==> src/hw/rtl/stable_argsort_defines.svh <==
// Assertion macros for the stable argsort block.
`ifndef STABLE_ARGSORT_DEFINES_SVH
`define STABLE_ARGSORT_DEFINES_SVH

// Same-cycle implication, checked on every clock edge outside reset.
`define STSORT_ASSERT_NOW(label, ante, cons, msg) \
  label: assert property (@(posedge clk) disable iff (rst) (ante) |-> (cons)) \
    else $error(msg);

// Next-cycle implication, checked on every clock edge outside reset.
`define STSORT_ASSERT_NEXT(label, ante, cons, msg) \
  label: assert property (@(posedge clk) disable iff (rst) (ante) |=> (cons)) \
    else $error(msg);

`endif

==> src/hw/rtl/stsort_pkg.sv <==
// Shared types and constants of the stable argsort block.
package stsort_pkg;

  localparam int MAX_N_DEF    = 64;
  localparam int KEY_BITS_DEF = 32;
  localparam int VALUE_W      = 32;
  localparam int OIDX_W       = 6;
  localparam int OUT_TDATA_W  = 40;

  typedef struct packed {
    logic ins;
    logic drain;
  } stsort_ctl_t;

  typedef struct packed {
    logic valid;
    logic gt;
  } stsort_link_t;

endpackage

==> src/hw/rtl/stsort_cell.sv <==
// One insertion cell: holds a key and its index, shifts up on insert, down on drain.
module stsort_cell #(
  parameter int KEY_BITS = stsort_pkg::KEY_BITS_DEF,
  parameter int IDX_W    = 6
) (
  input  logic                       clk,
  input  logic                       rst,
  input  stsort_pkg::stsort_ctl_t    ctl,
  input  logic [KEY_BITS-1:0]        new_key,
  input  logic [IDX_W-1:0]           new_idx,
  input  stsort_pkg::stsort_link_t   prev_link,
  input  logic [KEY_BITS-1:0]        prev_key,
  input  logic [IDX_W-1:0]           prev_idx,
  input  stsort_pkg::stsort_link_t   next_link,
  input  logic [KEY_BITS-1:0]        next_key,
  input  logic [IDX_W-1:0]           next_idx,
  output stsort_pkg::stsort_link_t   link,
  output logic [KEY_BITS-1:0]        key,
  output logic [IDX_W-1:0]           idx
);

  logic valid;
  logic le;

  assign le         = $signed(key) <= $signed(new_key);
  assign link.valid = valid;
  assign link.gt    = valid && !le;

  always_ff @(posedge clk) begin
    if (rst) begin
      valid <= 1'b0;
    end else if (ctl.drain) begin
      valid <= next_link.valid;
      key   <= next_key;
      idx   <= next_idx;
    end else if (ctl.ins) begin
      if (prev_link.gt) begin
        valid <= 1'b1;
        key   <= prev_key;
        idx   <= prev_idx;
      end else if (link.gt || (!valid && prev_link.valid)) begin
        valid <= 1'b1;
        key   <= new_key;
        idx   <= new_idx;
      end
    end
  end

endmodule

==> config.mk <==
export PLATFORM = sky130hd
export DESIGN_NAME = stsort_cell
export DESIGN_NICKNAME = d
export VERILOG_FILES = /design/src/hw/rtl/stable_argsort_defines.svh /design/src/hw/rtl/stsort_pkg.sv /design/src/hw/rtl/stsort_cell.sv
export SDC_FILE = /design/constraint.sdc
export NUM_CORES = 1
export LEC_CHECK = 0
export BUFFER_PORTS_ARGS = -buffer_cell sky130_fd_sc_hd__buf_2
export CORE_MARGIN = 5
export CORE_UTILIZATION = 40
export CTS_CLUSTER_SIZE = 20
export DETAILED_ROUTE_END_ITERATION = 8
export PLACE_DENSITY = 0.8
export SETUP_SLACK_MARGIN = 0.5
export SYNTH_ARGS = -nofsm -noshare
export SYNTH_HDL_FRONTEND = slang
export SYNTH_SLANG_ARGS = --single-unit
==> constraint.sdc <==
create_clock -name clk -period 11.05 [get_ports clk]
set_clock_uncertainty 0.15 [all_clocks]
set_input_delay 2.7625 -clock clk [delete_from_list [all_inputs] [get_ports clk]]
set_output_delay 2.7625 -clock clk [all_outputs]
set_load 0.01 [all_outputs]
==> impl.org, run 1 <==
** Global routing
- The first global-routing pass estimated 11.7 mm of wire.
- After global routing the overflow that remains totals 0.
- Overall track demand over capacity in global routing :: 0.164
- Pin count of the biggest net entering global routing :: 80
- Number of global-route vias before repair :: 2684
- Initial antenna violation count :: 0

** Worst setup path
- Startpoint of the most critical register-to-register path :: key[31]
- Cell depth of the worst flop-to-flop path :: 7
- Data on the critical path arrives at its endpoint at between 4 and 5 ns.
- STA classifies the critical path endpoint as an output pin.
- Critical Path RT :: just over 8 ns
- The endpoint identified for the worst register-to-register timing path is key[18].
- STA classifies the critical path startpoint as a primary input.
- Along the worst path, the maximum fanout reaches 7.
- The most critical setup path has its startpoint at new_key[31].
- Across all register-to-register paths, the minimum setup slack is about 7.4 ns.
- The critical path in this run is classified as in -> out.

** STA
- Setup repair after global routing left no endpoint under its margin.
- The number of hold violations in the final report was 0.
- Static timing analysis puts the maximum clock frequency at 0.130 GHz.
- Post-route clock period utilization :: 0.696
- In the final timing run, aggregate negative setup slack is 0 ns.
- Final Max Slew Viols :: 0
- Headroom to the max-slew limit came out at 0.364.
- Shortest clock period the worst path allows after layout :: around 7.7 ns
- Worst-margin pin slew :: about 0.95 ns
- Setup violators final :: 0

** Floorplan
- The region available for standard cell placement spans 6870 um2.
- In this run the count of I/O pins placed on the die edge is 162.
- For this configuration, the core starts out at a cell density of 0.414.
- Floorplan die area :: between 8000 and 9000 um2
- Die span in x :: between 90 and 100 um
- Measured along the y axis, the die boundary spans 94.3 um.
- After floorplanning, the core was divided into 30 placement rows.

** Power
- Final total power :: ~390 uW
- Dividing total power by cell area gives a power density of 103 nW/um2.
- Peak VDD IR :: roughly 50 uV
- The analysis attributes to cell leakage a power of 1.97 nW.

** Layout
- The count of cells in the finished layout, fillers not included, comes to between 500 and 600.
- At the end of the flow the core is filled with cells to 0.557.
- For this run, the post-layout net count is 610.
- Synth-to-layout area growth :: 34.4%
- Share of post-route cells with drive strength above 1 :: 0.379
- Diodes inserted :: 0

** Clock tree
- TritonCTS built the clock tree.
- CTS saw 39 sinks.
- After clock tree synthesis, the flow added hold-fix buffers numbering 0.
- In this run the number of H-tree levels came out at 2.
- Number of clock buffers inserted by TritonCTS :: 5
- Number of instances resized during post-cts repair :: 0
- Worst-case clock buffer depth :: 2
- After clock tree synthesis, the setup repair step added 0 buffers.
- The tree is rooted in a clkbuf_8.
- After clock tree synthesis, the clock-pin slew on the worst setup and hold paths is 0.08 ns.
- Clock latency on the worst-skew pair, taken at its later pin, is 0.29 ns.

** Logic synthesis
- Yosys top cell area share :: 0.401
- After synthesis the cells add up to around 2800 um2.
- Ranking of synthesized cells by area :: edfxtp_1 40%, ha_1 14%, mux2i_1 13%
- Synth cell types :: 30
- The commonest cells after synthesis are 48 x nand2_1, 48 x o21ai_0, 38 x edfxtp_1, 38 x mux2i_1, 35 x inv_1.
- During synthesis, Yosys emitted a total of 0 warnings.
- In this run, synthesis produced a sequential element count of 39.
- Synthesized net count :: around 460
- The average instance in the mapped netlist occupies roughly 9.4 um2.
- After technology mapping, the gate count stands at slightly above 300.
- Cell type with the largest total area after synthesis :: edfxtp_1
- The share of the Yosys chip area taken by registers is 0.408.
- The synthesized design contains 38 enable-type register cells.
- Fraction of registers with async set/reset :: 0
- Primary flip-flop cell chosen by synthesis mapping :: edfxtp_1

** Worst hold path
- Sink of the worst hold path :: valid
- The startpoint identified for the worst hold timing path is valid.
- The tightest min-delay check is of the reg -> reg type.
- The worst hold path was traced through 2 stages.

** Job
- The tool flagged a number of max-cap violations equal to 0.

** Route
- In this run, the number of DRC markers left after iteration 0 of detailed routing was 77.
- Dividing the detail-routed wire length by the instance count gives approximately 14 um.
- Final wirelength :: between 7 and 8 mm
- For this run, design rule violations remaining after detail routing come to 0.
- Total number of vias :: ~2700
- Antenna-violating nets left :: 0
- The first detailed-routing pass ran for 4 iterations.
- Using the TritonRoute via totals, the vias-per-cell ratio works out to around 4.8.

** Placement
- DP Cell Count :: roughly 550
- Buffers placed on the I/O ports in this run total 160.
- Hpwl dp :: between 6 and 7 mm
- Gp weighted congestion :: 0.774

** Status
- The flow ran to the end, and the final reports show no timing, DRC or antenna violations.
[how the worst max path moves through the flow]
stage / end / slack [ns] / cells after the start
4_1_cts: link[0] / 3.32 / 8
3_3_place_gp: link[0] / 3.33 / 8
6_report: link[0] / 3.35 / 8
5_1_grt: link[0] / 3.14 / 9
3_5_place_dp: link[0] / 3.32 / 8
2_1_floorplan: link[0] / 3.76 / 7
[cells in the final DEF, fill, tap and decap left out]
| master | synthesis | final |
|---|---|---|
| nand2b_1 | 1 | 1 |
| a211o_1 | 1 | 1 |
| nand4_1 | 7 | 7 |
| or3_2 | 1 | 1 |
| dfxtp_1 | 1 | 1 |
| or4_1 | 1 | 1 |
| nand2_1 | 48 | 47 |
| or2_2 | 1 | 1 |
| o41a_1 | 1 | 1 |
| nand2_2 | 0 | 1 |
| nor3_1 | 1 | 1 |
| nor2b_1 | 2 | 2 |
| mux2i_1 | 38 | 38 |
| clkbuf_8 | 0 | 7 |
| buf_4 | 1 | 2 |
| a21boi_0 | 1 | 1 |
| ha_1 | 32 | 32 |
| a21oi_1 | 19 | 19 |
| a31oi_1 | 1 | 1 |
| o21ai_0 | 48 | 48 |
| edfxtp_1 | 38 | 38 |
| nand4_2 | 1 | 1 |
| a22oi_1 | 1 | 1 |
| clkbuf_1 | 10 | 1 |
| a2bb2oi_1 | 1 | 1 |
| buf_2 | 0 | 160 |
| a221oi_1 | 1 | 1 |
| and4b_1 | 1 | 1 |
| inv_1 | 35 | 35 |
| nor3b_1 | 1 | 1 |
| nor2_1 | 3 | 3 |
| o211ai_1 | 1 | 1 |
[per-stage QoR]
stage               setup WS (ns)  hold WS (ns)  instance area [um2]
detailed placement           3.32         0.421                 3720
floorplan                    3.76         0.373                 2850
global route                 3.14         0.505                 3820
global placement             3.33         0.414                 3720
finish                       3.35         0.430                 3820
CTS                          3.32         0.434                 3820
[state kept, by name, indices dropped and copies added, names as in the netlist]
register / count
idx: 6
key: 32
valid: 1
[cell families (layout without fill, tap and decap cells)]
kind of cell | after synthesis | count (layout) | share of synthesized area
flip-flops | 39 | 39 | 0.408
multiplexers | 38 | 38 | 0.134
AO/OA/AOI/OAI | 75 | 75 | 0.141
buffers and inverters | 50 | 205 | 0.0673
AND/OR/NAND/NOR | 68 | 68 | 0.109
adder cells (fa/ha/maj) | 32 | 32 | 0.141
[final cells by class]
class / instances / area (um2)
multi-input cells: 213 / 1500
well taps: 96 / 120
repair buffers: 162 / 816
fillers: 643 / 3050
inverters: 35 / 131
flip-flops and latches: 39 / 1160
clock buffers: 8 / 100
[where the power goes]
group	switching (mW)	internal (mW)	total [mW]
sequential	0.00557	0.178	0.184
combinational	0.0554	0.0484	0.104
clock	0.0501	0.0571	0.107
total	0.111	0.284	0.395
[critical path, cell delays in order]
cell      delay [ns]
buf_2           0.09
inv_1           0.04
ha_1            0.38
nand4_2         0.16
or4_1           0.63
o41a_1          0.43
a21boi_0        0.14
buf_2           0.15
[layer usage]
| layer | GRT usage | vias to the layer above | wire length [um] |
|---|---|---|---|
| li1 | - | 1384 | - |
| met3 | 0.0478 | 4 | 690 |
| met4 | 0.0457 | 0 | 34 |
| met5 | 0 | - | 0 |
| met1 | 0.180 | 1170 | 3070 |
| met2 | 0.305 | 92 | 3700 |
No activity file was read; power rests on OpenSTA's default activity.
==> run 2: changes to the inputs <==
==> constraint.sdc (replaced) <==
create_clock -name clk -period 7.1 [get_ports clk]
set_clock_uncertainty 0.15 [all_clocks]
set_input_delay 1.775 -clock clk [delete_from_list [all_inputs] [get_ports clk]]
set_output_delay 1.775 -clock clk [all_outputs]
set_load 0.01 [all_outputs]
==> run 2 against run 1 <==
Compared with the run above:
- combinational power increased by 57%
- non-clock buffer count is the same
- setup slack got worse by 2.0 ns
- core utilization unchanged
- global-route usage increased by 0.39 points
- design area stayed put
- cell count did not move
- via count rose by 1.4%
- sequential share of layout area unchanged
- hold slack gained 0.020 ns
- flip-flop and latch count is the same
- sequential power up 56%
==> impl.org, run 2 (synthesis gave the netlist of run 1 again) <==
** Placement
- DP Cell Count :: 545 (unchanged)
- Gp weighted congestion :: 0.783 (+1.2%)
- The post-DP HPWL came to 6.15 mm (+1.9%).
- Buffers added on ports :: 160 (unchanged)

** Clock tree
- The number of buffers added by the clock tree synthesis step came to 5 (unchanged).
- The root buffer cell chosen for the clock tree is clkbuf_8.
- TritonCTS clock tree :: yes
- Clock network latency to the later pin of the worst-skew pair :: 0.28 ns (about the same)
- The clock-pin slew on the worst setup and hold paths was 0.07 ns (about the same).
- Worst-case clock buffer depth :: 2 (unchanged)
- Clock Sinks :: 39 (unchanged)
- Number of H-tree levels :: 2 (unchanged)
- Total setup buffers inserted after CTS :: 0 (unchanged)
- The quantity of hold-fixing buffers added after cts came to 0 (unchanged).
- The number of gates resized after cts was 0 (unchanged).

** Layout
- More flip-flops sit in one register than any other, and that register is key.
- Nets :: 610 (unchanged)
- Total of fill cells in the finished design :: 654 (+1.7%)
- Number of flip-flops under the largest register name :: 32 (unchanged)
- The final cell count without fillers was 553 (unchanged).
- Share of post-route cells with drive strength above 1 :: 0.379 (unchanged)
- Synth-to-layout area growth :: 34.4% (unchanged)
- Biggest registers after layout :: key x32, idx x6, valid x1
- The top cell types in the final layout, fill and taps aside, are 160 x buf_2, 48 x o21ai_0, 47 x nand2_1.
- Most common cell after layout, fill and taps aside :: buf_2
- Diodes inserted :: 0 (unchanged)

** Worst setup path
- In this design, the critical path's most frequently occurring cell is buf_2.
- CP Launch Type :: primary input
- The startpoint identified for the worst register-to-register timing path is key[31].
- Critical Path Stages :: 8 (unchanged)
- In this run the critical register-to-register path is captured at key[11].
- The critical path starts at new_key[31].
- The peak per-stage delay on the critical path came to 0.63 ns (about the same).
- The arrival time of data at the critical path endpoint came to 3.82 ns (-0.96 ns).
- The setup slack of the worst register-to-register path is 3.45 ns (-3.98 ns).
- Setup Crit Path Kind :: in -> out
- The logic depth of the worst register-to-register path is 7 (unchanged).
- The critical path goes through buf_2 -> inv_1 -> ha_1 -> nand4_2 -> or4_1 -> o41a_1 -> a21boi_0 -> buf_2.
- For this design, the slowest cell found on the critical path is or4_1.
- The total buffers and inverters traversed by the critical path was 3 (unchanged).
- Critical Path RT :: 5.18 ns (-2.96 ns)
- Max Fanout on Critical Path :: 7 (unchanged)
- The worst setup path is captured at an output pin.
- Grouping stages by cell kind, the critical path spends the most delay in simple AND/OR/NAND/NOR gates.
- Following the worst setup path forward leads to its endpoint at link[0].

** STA
- The number of hold violations in the final report came to 0 (unchanged).
- For this run, the top clock speed supported by timing is ~0.17 GHz.
- Slew Limit Headroom :: 0.375 (+0.0109)
- Post-route clock period utilization :: 0.809
- Setup violators final :: 0 (unchanged)
- Unrepaired setup endpoints after global routing :: no
- The final count of pins violating max slew came to 0 (unchanged).
- The summed negative setup slack over all endpoints is 0 ns (unchanged).
- The routed design could run at a clock period as short as approximately 5.7 ns.
- The actual transition at the worst max-transition pin is 0.934 ns (-0.0162 ns).

** Global routing
- The number of global-route vias before repair was 2766 (+3.1%).
- The largest net degree at the start of global routing came to 80 (unchanged).
- Initial antenna violation count :: 0 (unchanged)
- The global-route wire length before repair was 12.0 mm (+2.5%).
- Remaining global-route overflow :: 0 (unchanged)
- The overall routing resource usage is 0.168 (+0.00386).

** Floorplan
- Die span in x :: 94.3 um (unchanged)
- Vertical die dimension :: 94.3 um (unchanged)
- Effective utilization at floorplan :: 0.414 (unchanged)
- Placeable core region :: 6870 um2 (unchanged)
- Floorplan die area :: 8900 um2 (unchanged)
- Number of top-level design ports :: 162 (unchanged)
- # rows :: 30 (unchanged)

** Route
- The number of nets with antenna violations after routing came to 0 (unchanged).
- The mean number of vias per cell is 4.86 (+1.4%).
- The total wirelength of the detailed-routed design is 7.67 mm (+2.3%).
- The via count of the routed design was 2688 (+1.4%).
- Iteration-0 DRC count of the detailed router :: 84 (+9.1%)
- Routed length per placed instance :: 13.9 um (+2.3%)
- Residual DRC :: 0 (unchanged)
- Initial DRT Pass Iterations :: 4 (unchanged)

** Job
- The max-cap violation count was 0 (unchanged).

** Worst hold path
- Hold-critical path depth :: 2 (unchanged)
- HP Class :: reg -> reg

** Power
- Pwr dens :: 160 nW/um2 (+55%)
- Peak VDD IR :: 71.2 uV (+43%)
- The static leakage came to 1.97 nW (unchanged).

** Status
- The run finished with clean final reports.
run 2: cell counts in the layout (fill, tap and decap cells not counted):
No cell type changed its count.
run 2: worst min path at each step:
| stage | from | to | slack (ns) |
|---|---|---|---|
| final | valid | valid | 0.45 |
| after global routing | valid | valid | 0.51 |
| after CTS | valid | valid | 0.45 |
| after detailed placement | valid | valid | 0.44 |
| after global placement | valid | valid | 0.41 |
| after floorplan | valid | valid | 0.37 |
run 2: worst min-delay path: cells and delay by family, from the launching register on:
kind	cells	cell delay [ns]
flops	1	0.36
simple gates	1	0.11
compound gates	1	0.08
run 2: metal layers:
layer	up-vias	share of wire	GRT usage
met1	1205	0.40	0.195
met5	-	0	0
li1	1382	-	-
met3	4	0.084	0.0494
met4	0	0.0052	0.0409
met2	97	0.51	0.301
run 2: layout make-up:
cell class | instances | area, um2 | area share
multi-input cells | 213 | 1500 | 0.391
flip-flops and latches | 39 | 1160 | 0.304
repair buffers | 162 | 816 | 0.213
inverters | 35 | 131 | 0.0344
well taps | 96 | 120 | 0.0314
clock buffers | 8 | 100 | 0.0262
run 2: per-stage QoR:
stage                     hold WS (ns)  setup slack (ns)  utilization  power (mW)  instance area (um2)
after floorplan                  0.373              1.78            -       0.382                 2850
after global placement           0.414              1.36        0.542       0.448                 3720
after detailed placement         0.438              1.33        0.542       0.456                 3720
after CTS                        0.450              1.32        0.557       0.621                 3820
after global routing             0.507              1.24        0.557       0.653                 3820
final                            0.450              1.35        0.557       0.613                 3820
run 2: power breakdown:
| group | internal, mW | total (mW) | leakage, nW | switching (mW) |
|---|---|---|---|---|
| clock network | 0.0888 | 0.164 | 0.0515 | 0.0757 |
| registers | 0.278 | 0.287 | 0.376 | 0.00899 |
| logic | 0.0754 | 0.163 | 1.55 | 0.0871 |
| total | 0.442 | 0.613 | 1.97 | 0.172 |
